--- src/status_led_blink_controller_unit_defines.svh ---
// Assertion macros shared by the status LED blink controller RTL.
`ifndef STATUS_LED_BLINK_CONTROLLER_UNIT_DEFINES_SVH
`define STATUS_LED_BLINK_CONTROLLER_UNIT_DEFINES_SVH

// same-cycle implication, sampled on clk, off during reset
`define SBLC_ASSERT_NOW(label, ante, cons, msg) \
	label: assert property (@(posedge clk) disable iff (!arst_n) (ante) |-> (cons)) \
		else $error(msg);

// next-cycle implication, sampled on clk, off during reset
`define SBLC_ASSERT_NEXT(label, ante, cons, msg) \
	label: assert property (@(posedge clk) disable iff (!arst_n) (ante) |=> (cons)) \
		else $error(msg);

`endif

--- src/sblc_pkg.sv ---
// Types, codes, reset values and state map of the status LED blink controller.
package sblc_pkg;

	localparam int COUNT_WIDTH = 16;
	localparam int CFG_WIDTH   = 16;
	localparam int NUM_REGS    = 8;
	localparam int REG_IDX_W   = 3;
	localparam int APB_ADDR_W  = REG_IDX_W + 2;
	localparam int APB_DATA_W  = 32;
	localparam int CMP_W       = (COUNT_WIDTH > CFG_WIDTH) ? COUNT_WIDTH : CFG_WIDTH;

	typedef logic [3:0] mode_t;
	typedef logic [3:0] sys_state_t;
	typedef logic [CFG_WIDTH-1:0] cfg_word_t;

	// LED mode codes
	localparam mode_t MODE_OFF     = 4'd0;
	localparam mode_t MODE_ON      = 4'd1;
	localparam mode_t MODE_SLOW_X1 = 4'd2;
	localparam mode_t MODE_SLOW_X3 = 4'd4;
	localparam mode_t MODE_SLOW    = 4'd5;
	localparam mode_t MODE_FAST_X1 = 4'd6;
	localparam mode_t MODE_FAST_X3 = 4'd8;
	localparam mode_t MODE_FAST    = 4'd9;

	// system state codes
	localparam sys_state_t ST_POWER_ON   = 4'd0;
	localparam sys_state_t ST_INITED     = 4'd1;
	localparam sys_state_t ST_WORKING    = 4'd2;
	localparam sys_state_t ST_RECONNECT  = 4'd3;
	localparam sys_state_t ST_POWER_OFF  = 4'd4;
	localparam sys_state_t ST_TESTING    = 4'd5;
	localparam sys_state_t ST_TEST_OK    = 4'd6;
	localparam sys_state_t ST_ERR_ALL    = 4'd7;
	localparam sys_state_t ST_ERR_MAIN   = 4'd8;
	localparam sys_state_t ST_ERR_EXT    = 4'd9;
	localparam sys_state_t ST_EXT_POWER  = 4'd10;
	localparam sys_state_t ST_BATT_RELAY = 4'd11;
	localparam sys_state_t ST_BATT_VLOW  = 4'd12;
	localparam sys_state_t ST_BATT_SHUT  = 4'd13;

	// register indexes
	localparam logic [REG_IDX_W-1:0] REG_G_SLOW_ON  = 3'd0;
	localparam logic [REG_IDX_W-1:0] REG_G_SLOW_PER = 3'd1;
	localparam logic [REG_IDX_W-1:0] REG_G_FAST_ON  = 3'd2;
	localparam logic [REG_IDX_W-1:0] REG_G_FAST_PER = 3'd3;
	localparam logic [REG_IDX_W-1:0] REG_R_SLOW_ON  = 3'd4;
	localparam logic [REG_IDX_W-1:0] REG_R_SLOW_PER = 3'd5;
	localparam logic [REG_IDX_W-1:0] REG_R_FAST_ON  = 3'd6;
	localparam logic [REG_IDX_W-1:0] REG_R_FAST_PER = 3'd7;

	localparam cfg_word_t CFG_RESET [NUM_REGS] = '{
		16'd50, 16'd100, 16'd10, 16'd20, 16'd50, 16'd100, 16'd10, 16'd20
	};

	typedef struct packed {
		cfg_word_t slow_on;
		cfg_word_t slow_period;
		cfg_word_t fast_on;
		cfg_word_t fast_period;
	} led_cfg_t;

	typedef struct packed {
		mode_t                  mode;
		mode_t                  seen;
		logic [COUNT_WIDTH-1:0] count;
		logic [1:0]             reps;
		logic                   level;
	} led_state_t;

	// mode load request into one LED channel
	typedef struct packed {
		logic  wr;
		mode_t wdata;
	} led_ctl_t;

	typedef struct packed {
		logic  hit;
		mode_t mode;
	} map_t;

	localparam led_state_t GREEN_RESET = '{
		mode: MODE_OFF, seen: MODE_OFF, count: '0, reps: 2'd0, level: 1'b0
	};
	localparam led_state_t RED_RESET = '{
		mode: MODE_ON, seen: MODE_ON, count: '0, reps: 2'd0, level: 1'b0
	};

	function automatic map_t green_map(sys_state_t st);
		map_t m;
		m.hit = 1'b1;
		unique case (st)
			ST_INITED:    m.mode = MODE_SLOW;
			ST_WORKING:   m.mode = MODE_ON;
			ST_RECONNECT: m.mode = MODE_FAST;
			ST_POWER_OFF: m.mode = MODE_FAST_X3;
			ST_TESTING:   m.mode = MODE_FAST;
			ST_TEST_OK:   m.mode = MODE_ON;
			ST_ERR_ALL:   m.mode = MODE_OFF;
			ST_ERR_MAIN:  m.mode = MODE_OFF;
			ST_ERR_EXT:   m.mode = MODE_ON;
			default: begin
				m.hit  = 1'b0;
				m.mode = MODE_OFF;
			end
		endcase
		return m;
	endfunction

	function automatic map_t red_map(sys_state_t st);
		map_t m;
		m.hit = 1'b1;
		unique case (st)
			ST_TESTING:    m.mode = MODE_FAST;
			ST_TEST_OK:    m.mode = MODE_ON;
			ST_ERR_ALL:    m.mode = MODE_OFF;
			ST_ERR_MAIN:   m.mode = MODE_ON;
			ST_ERR_EXT:    m.mode = MODE_OFF;
			ST_EXT_POWER:  m.mode = MODE_ON;
			ST_BATT_RELAY: m.mode = MODE_SLOW;
			ST_BATT_VLOW:  m.mode = MODE_FAST;
			ST_BATT_SHUT:  m.mode = MODE_OFF;
			default: begin
				m.hit  = 1'b0;
				m.mode = MODE_OFF;
			end
		endcase
		return m;
	endfunction

endpackage

--- src/sblc_cfg_regs.sv ---
// APB register file holding the flash on-counts and periods of both LEDs.
module sblc_cfg_regs
	import sblc_pkg::*;
(
	input  logic                  clk,
	input  logic                  arst_n,
	input  logic                  psel,
	input  logic                  penable,
	input  logic                  pwrite,
	input  logic [APB_ADDR_W-1:0] paddr,
	input  logic [APB_DATA_W-1:0] pwdata,
	output logic [APB_DATA_W-1:0] prdata,
	output logic                  pready,
	output led_cfg_t              green_cfg,
	output led_cfg_t              red_cfg
);

	cfg_word_t               regs_q [NUM_REGS];
	logic [REG_IDX_W-1:0]    idx;
	logic                    wr_en;

	assign pready = 1'b1;
	assign idx    = paddr[APB_ADDR_W-1:2];
	assign wr_en  = psel & penable & pwrite & pready;

	always_ff @(posedge clk or negedge arst_n) begin
		if (!arst_n) begin
			for (int i = 0; i < NUM_REGS; i++) regs_q[i] <= CFG_RESET[i];
		end else if (wr_en) begin
			regs_q[idx] <= pwdata[CFG_WIDTH-1:0];
		end
	end

	assign prdata = APB_DATA_W'(regs_q[idx]);

	assign green_cfg = '{
		slow_on: regs_q[REG_G_SLOW_ON], slow_period: regs_q[REG_G_SLOW_PER],
		fast_on: regs_q[REG_G_FAST_ON], fast_period: regs_q[REG_G_FAST_PER]
	};
	assign red_cfg = '{
		slow_on: regs_q[REG_R_SLOW_ON], slow_period: regs_q[REG_R_SLOW_PER],
		fast_on: regs_q[REG_R_FAST_ON], fast_period: regs_q[REG_R_FAST_PER]
	};

endmodule

--- src/sblc_led_next.sv ---
// Next-state logic of one LED channel: mode load, repeat counting and flash timing.
module sblc_led_next
	import sblc_pkg::*;
(
	input  led_state_t cur,
	input  led_ctl_t   ctl,
	input  led_cfg_t   cfg,
	output led_state_t nxt
);

	mode_t                  m;
	logic                   changed;
	logic                   slow;
	logic                   finite;
	logic [COUNT_WIDTH-1:0] c;
	logic [CMP_W-1:0]       c_x;
	logic [CMP_W-1:0]       on_x;
	logic [CMP_W-1:0]       per_x;
	logic [1:0]             reps;
	logic [1:0]             reps_dec;

	assign m       = ctl.wr ? ctl.wdata : cur.mode;
	assign changed = (m != cur.seen);
	assign c       = changed ? '0 : cur.count;
	assign slow    = (m <= MODE_SLOW);
	assign finite  = (m != MODE_SLOW) && (m != MODE_FAST);
	assign c_x     = CMP_W'(c);
	assign on_x    = CMP_W'(slow ? cfg.slow_on : cfg.fast_on);
	assign per_x   = CMP_W'(slow ? cfg.slow_period : cfg.fast_period);
	assign reps_dec = reps - 2'd1;

	always_comb begin
		reps = cur.reps;
		if (changed) begin
			if (m >= MODE_SLOW_X1 && m <= MODE_SLOW_X3)
				reps = 2'(m - MODE_ON);
			else if (m >= MODE_FAST_X1 && m <= MODE_FAST_X3)
				reps = 2'(m - MODE_SLOW);
		end
	end

	always_comb begin
		nxt = cur;
		if (m > MODE_FAST) begin
			// unknown code: drop to off, everything else holds
			nxt.mode = MODE_OFF;
		end else begin
			nxt.mode  = m;
			nxt.seen  = m;
			nxt.reps  = reps;
			nxt.count = c;
			if (m == MODE_OFF) begin
				nxt.level = 1'b0;
			end else if (m == MODE_ON) begin
				nxt.level = 1'b1;
			end else begin
				priority if (c_x == '0) begin
					nxt.level = 1'b1;
					nxt.count = c + 1'b1;
				end else if (c_x == on_x) begin
					nxt.level = 1'b0;
					nxt.count = c + 1'b1;
				end else if (c_x >= per_x) begin
					nxt.count = '0;
					if (finite) begin
						nxt.reps = reps_dec;
						if (reps_dec == 2'd0) nxt.mode = MODE_OFF;
					end
				end else begin
					nxt.count = c + 1'b1;
				end
			end
		end
	end

endmodule

--- src/status_led_blink_controller_unit.sv ---
// Top level of the status LED blink controller: stream ports, state map, LED state and result.
//
//  channel | dir | handshake          | payload
//  --------+-----+--------------------+------------------------------------------
//  s_      | in  | s_tvalid/s_tready  | s_tdata: tick with state and mode writes
//  m_      | out | m_tvalid/m_tready  | m_tdata: LED levels and modes
//  apb     | in  | psel/penable/pready| 8 x 16-bit flash timing registers
//
// One tick per cycle sustained while m_tready stays high; each tick passes the input register,
// then the result register, with the whole state update done between them in one pass.
// arst_n resets all LED and system state and both valid flags, and loads the registers with their reset values.
// With m_tready low the result holds and one more beat waits in the input
// register; s_tready falls only when both are full.
module status_led_blink_controller_unit
	import sblc_pkg::*;
(
	input  logic                  clk,
	input  logic                  arst_n,
	input  logic                  s_tvalid,
	output logic                  s_tready,
	// [0] state_write, [4:1] new_state, [5] green_write, [9:6] green_mode_in,
	// [10] red_write, [14:11] red_mode_in, [15] zero
	input  logic [15:0]           s_tdata,
	output logic                  m_tvalid,
	input  logic                  m_tready,
	// [0] green_led, [1] red_led, [5:2] green_mode_out, [9:6] red_mode_out,
	// [15:10] zero
	output logic [15:0]           m_tdata,
	input  logic                  psel,
	input  logic                  penable,
	input  logic                  pwrite,
	input  logic [APB_ADDR_W-1:0] paddr,
	input  logic [APB_DATA_W-1:0] pwdata,
	output logic [APB_DATA_W-1:0] prdata,
	output logic                  pready
);

	`include "status_led_blink_controller_unit_defines.svh"

	led_cfg_t   green_cfg;
	led_cfg_t   red_cfg;

	logic       in_valid_s1;
	logic [14:0] in_s1;
	logic       out_valid_q;
	logic [9:0] out_q;
	logic       advance;

	sys_state_t sys_state_q;
	sys_state_t sys_seen_q;
	led_state_t green_q;
	led_state_t red_q;
	led_state_t green_nxt;
	led_state_t red_nxt;

	sys_state_t st_n;
	sys_state_t seen_pre;
	sys_state_t seen_n;
	map_t       gmap;
	map_t       rmap;
	logic       map_hit;
	led_ctl_t   green_ctl;
	led_ctl_t   red_ctl;

	sblc_cfg_regs u_cfg (
		.clk       (clk),
		.arst_n    (arst_n),
		.psel      (psel),
		.penable   (penable),
		.pwrite    (pwrite),
		.paddr     (paddr),
		.pwdata    (pwdata),
		.prdata    (prdata),
		.pready    (pready),
		.green_cfg (green_cfg),
		.red_cfg   (red_cfg)
	);

	assign advance  = in_valid_s1 & (~out_valid_q | m_tready);
	assign s_tready = ~in_valid_s1 | advance;

	// state load, then direct writes, then the state map (map wins)
	assign st_n     = in_s1[0] ? in_s1[4:1] : sys_state_q;
	assign seen_pre = in_s1[0] ? sys_state_q : sys_seen_q;
	assign gmap     = green_map(st_n);
	assign rmap     = red_map(st_n);
	assign map_hit  = (st_n != seen_pre) && (gmap.hit || rmap.hit);
	assign seen_n   = map_hit ? st_n : seen_pre;

	assign green_ctl.wr    = (map_hit & gmap.hit) | in_s1[5];
	assign green_ctl.wdata = (map_hit & gmap.hit) ? gmap.mode : in_s1[9:6];
	assign red_ctl.wr      = (map_hit & rmap.hit) | in_s1[10];
	assign red_ctl.wdata   = (map_hit & rmap.hit) ? rmap.mode : in_s1[14:11];

	sblc_led_next u_green (
		.cur (green_q),
		.ctl (green_ctl),
		.cfg (green_cfg),
		.nxt (green_nxt)
	);

	sblc_led_next u_red (
		.cur (red_q),
		.ctl (red_ctl),
		.cfg (red_cfg),
		.nxt (red_nxt)
	);

	always_ff @(posedge clk or negedge arst_n) begin
		if (!arst_n) begin
			in_valid_s1 <= 1'b0;
			out_valid_q <= 1'b0;
			sys_state_q <= ST_POWER_ON;
			sys_seen_q  <= ST_POWER_ON;
			green_q     <= GREEN_RESET;
			red_q       <= RED_RESET;
		end else begin
			if (s_tready) in_valid_s1 <= s_tvalid;
			if (advance) begin
				out_valid_q <= 1'b1;
				sys_state_q <= st_n;
				sys_seen_q  <= seen_n;
				green_q     <= green_nxt;
				red_q       <= red_nxt;
			end else if (m_tready) begin
				out_valid_q <= 1'b0;
			end
		end
	end

	always_ff @(posedge clk) begin
		if (s_tready && s_tvalid) in_s1 <= s_tdata[14:0];
		if (advance) out_q <= {red_nxt.mode, green_nxt.mode, red_nxt.level, green_nxt.level};
	end

	assign m_tvalid = out_valid_q;
	assign m_tdata  = {6'd0, out_q};

	`SBLC_ASSERT_NOW(a_full_stall, in_valid_s1 && out_valid_q && !m_tready, !s_tready, "input taken while both stages are full")
	`SBLC_ASSERT_NEXT(a_adv_result, advance, m_tvalid, "advanced beat produced no result")
	`SBLC_ASSERT_NEXT(a_accept_s1, s_tvalid && s_tready, in_valid_s1, "accepted beat lost from input stage")
	`SBLC_ASSERT_NOW(a_mode_range, m_tvalid, (m_tdata[5:2] <= MODE_FAST) && (m_tdata[9:6] <= MODE_FAST), "result mode outside the known codes")

endmodule

--- config.mk ---
export PLATFORM = sky130hd
export DESIGN_NAME = status_led_blink_controller_unit
export DESIGN_NICKNAME = d
export VERILOG_FILES = /design/src/sblc_pkg.sv /design/src/sblc_cfg_regs.sv /design/src/sblc_led_next.sv /design/src/status_led_blink_controller_unit.sv
export VERILOG_INCLUDE_DIRS = /design/src /design/src/src
export SDC_FILE = /design/constraint.sdc
export NUM_CORES = 1
export LEC_CHECK = 0
export BUFFER_PORTS_ARGS = -buffer_cell sky130_fd_sc_hd__buf_2
export CORE_ASPECT_RATIO = 0.9
export CORE_UTILIZATION = 55
export CTS_BUF_LIST = sky130_fd_sc_hd__clkbuf_8 sky130_fd_sc_hd__clkbuf_16
export DETAILED_ROUTE_END_ITERATION = 16
export PLACE_DENSITY = 0.8
export RECOVER_POWER = 100
export SLEW_MARGIN = 25
export SYNTH_ARGS = -nofsm -noshare
export SYNTH_HDL_FRONTEND = slang
export SYNTH_SLANG_ARGS = --single-unit
--- constraint.sdc ---
create_clock -name clk -period 6.6 [get_ports clk]
set_input_delay 0.66 -clock clk [delete_from_list [all_inputs] [get_ports clk]]
set_output_delay 0.66 -clock clk [all_outputs]
set_load 0.03 [all_outputs]
==> results.md <==
- Worst-margin pin slew: 3.769 ns
- Initial antenna violation count: 0
- Nets: 1,660
- IO Pins: 111
- Synth cell types: 92
- Worst Setup EP: out_q[6]
- Number of global-route vias before repair: 12,060
- Asr flop ratio synth: 88.48%
- Post-Route Skew: 0.03186 ns
- Core Box Area: 25,390 um^2
- Wire length per cell: 22.15 um
- Status: finished, violations left
- Drc violations: 0
- CTS clock-pin slew for the worst setup and hold paths: 0.06 ns
- Area of the multi-input gates: 8117 um^2
- Fin crit period: 6.242 ns
- Reg area: 5583 um^2
- Area delta synth->final: 10.24%
- Die Wd: 172.3 um
- GRT overflow: 0
- P per Cell Area: 358.2 nW/um^2
- GRT busiest layer: met2
- Critical Path AT: 6.50 ns
- Crit. Startpoint: in_s1[0]
- Syn Inst Count: 1,513
- Most common cell after layout, fill and taps aside: dfrtp_1
- GRT met3 Usage: 7.479%
- Critical Path RT: 6.86 ns
- Latest clock arrival within the worst-skew pair: 0.55 ns
- Peak Freq: 160.2 MHz
- Register bit total from synthesis: 217
- Syn Area/Cell: 9.484 um^2
- Number of synthesized flops with an enable pin: 25
- Met1 Track Usage GR: 44.79%
- HP Class: in2reg
- Post-route ant nets: 0
- DP Wirelength: 29,670 um
- CTS tree: yes
- All-Layer GR Usage: 32.40%
- Tcrit/Tclk final: 94.58%
- Drt first pass iters: 6
- Global placer's final weighted congestion: 0.9408
- Post-Syn Area: 14,350 um^2
- Slew HR: -151.3%
- Max IR drop VDD: 250.6 uV
- Worst r2r dst: out_q[6]
- Global-route wire length before repair: 67,100 um
- Type of origin of the critical path: register
- Worst Setup Path Type: reg2reg
- Clock Path Buffers: 3
- Sequential fraction of the synthesis area: 38.90%
- CTS Buf Count: 24
- Power Total: 0.005666 W
- DR iter-0 viols: 1,497
- Pins Over Slew Limit: 189
- RSZ-0062 raised after global routing: false
- DIE AREA: 26,740 um^2
- Worst Setup End Kind: register
- Ys Warns: 0
- Reg2Reg Setup Slack: 0.36 ns
- Setup TNS: 0 ns
- CTS root buffer: clkbuf_16
- Total wire length: 42,540 um
- Starting Density: 56.51%
- Final Hold Viols: 0
- Port bufs: 68
- Max-Cap Viols: 5
- Leak Pwr: 6.711 nW
- Met2 usage: 49.56%
- Drt via density: 6.644
- Site row count: 55
- Largest net degree at the start of global routing: 126
- Most frequent cells in the layout: 170 x dfrtp_1, 131 x nand2_1, 121 x mux2_2
- Die Y: 155.2 um
- Layout cells sized above 1: 20.30%
- Crit-path max FO: 23
- RR Startpoint: in_s1[0]
- Final setup vio count: 0
- Top_reg_cell synth: dfrtp_1
- Vias: 12,760
- Violated checks: max-capacitance violations, max-slew violations
- Total clock sinks: 217
- H-tree Lvls: 1
- FILL cells: 2,074
- Reg2reg path depth: 24
## worst max-delay path: stages, from the launching register on
cell	delay [ns]
edfxtp_1	0.41
buf_12	0.18
buf_4	0.15
mux2_1	0.31
nor2_1	0.10
o32a_1	0.37
mux2i_1	0.19
inv_1	0.10
ha_1	0.29
nor2_1	0.24
a22oi_1	0.15
or3_1	0.55
nand2_1	0.25
buf_4	0.34
mux2i_1	0.42
ha_1	0.18
nor2b_1	0.11
o21ai_0	0.09
a2111oi_0	0.45
o21ai_1	0.21
a21oi_1	0.16
buf_4	0.20
a31oi_1	0.11
nor2_1	0.27
nor2_1	0.10
## final cells by class
cell class / count / area share [%]
Multi-Input combinational cell: 1149 / 51.31
Clock buffer: 31 / 4.406
Sequential cell: 217 / 35.29
Antenna cell: 2 / 0.03164
Inverter: 47 / 1.115
Clock inverter: 13 / 0.6802
Timing Repair Buffer: 119 / 4.461
Tap cell: 342 / 2.705
## cell usage after synthesis (26+ instances only)
library cell / number / area, um^2
dfrtp_1: 170 / 4254
nand2_1: 131 / 491.7
mux2_2: 128 / 1441
nor2_1: 105 / 394.1
o21ai_0: 88 / 440.4
a22oi_1: 72 / 540.5
clkbuf_1: 69 / 259.0
mux2i_1: 54 / 540.5
inv_1: 47 / 176.4
nand3_1: 45 / 225.2
ha_1: 42 / 525.5
a21oi_1: 41 / 205.2
nor3_1: 38 / 190.2
nand4_1: 31 / 193.9
nor4_1: 27 / 168.9
buf_4: 26 / 195.2
## sequential cells by signal, indices dropped and copies added (netlist names)
register	flops
u_cfg.green_cfg	64
u_cfg.red_cfg	64
green_q	27
red_q	27
in_s1	15
out_q	10
sys_seen_q	4
sys_state_q	4
in_valid_s1	1
m_tvalid	1
## cells by family (layout without fill, tap and decap cells)
| group | after synthesis | after routing | share of synthesized area (%) |
|---|---|---|---|
| adders and majority gates | 42 | 42 | 3.662 |
| DFF | 217 | 217 | 38.90 |
| xor gates and xnor gates | 27 | 27 | 1.648 |
| AOI/OAI and AO/OA | 359 | 359 | 17.45 |
| and+or+nand+nor | 509 | 509 | 18.04 |
| other | 2 | 25 | 0.05233 |
| muxes | 189 | 189 | 14.85 |
| buffers and inverters | 168 | 210 | 5.397 |
## worst min path at each step
stage,from,end,cells past startpoint
5_1_grt,s_tdata[8],in_s1[8],1
2_1_floorplan,arst_n,green_q[0],0
3_3_place_gp,red_q[23],red_q[23],2
4_1_cts,s_tdata[12],in_s1[12],1
6_report,s_tdata[12],in_s1[12],1
3_5_place_dp,green_q[25],green_q[25],2
## metal layers
metal	vias to the layer above	share of wire (%)
li1	5698	-
met1	6243	42
met2	704	45
met3	112	9.9
met4	0	3.6
met5	-	0
## power by group
group	internal, W	switching (W)	total [W]
Clock	0.000784	0.000570	0.00135
Sequential	0.00165	0.000328	0.00198
Combinational	0.000920	0.00141	0.00233
## repair_timing
action	4_1_cts	5_1_grt
endpoints found under the hold margin	0	0
gates resized for setup	0	7
endpoints found under the setup margin	0	49
setup buffers	0	1
hold buffers	0	0
## through the flow
step / utilization [%] / hold WS (ns) / worst slack [ns] / std cells / area [um^2]
2_1_floorplan: - / 0.3644 / 0.1611 / 1534 / 14430
3_3_place_gp: 59.25 / 0.4626 / 0.1037 / 1872 / 15050
3_5_place_dp: 59.27 / 0.4672 / 0.09731 / 1872 / 15050
4_1_cts: 62.44 / 0.2912 / 0.05568 / 1916 / 15860
5_1_grt: 62.28 / 0.2988 / 0.007624 / 1918 / 15810
6_report: 62.30 / 0.3091 / 0.3577 / 1920 / 15820
No activity file was read; power rests on OpenSTA's default activity.
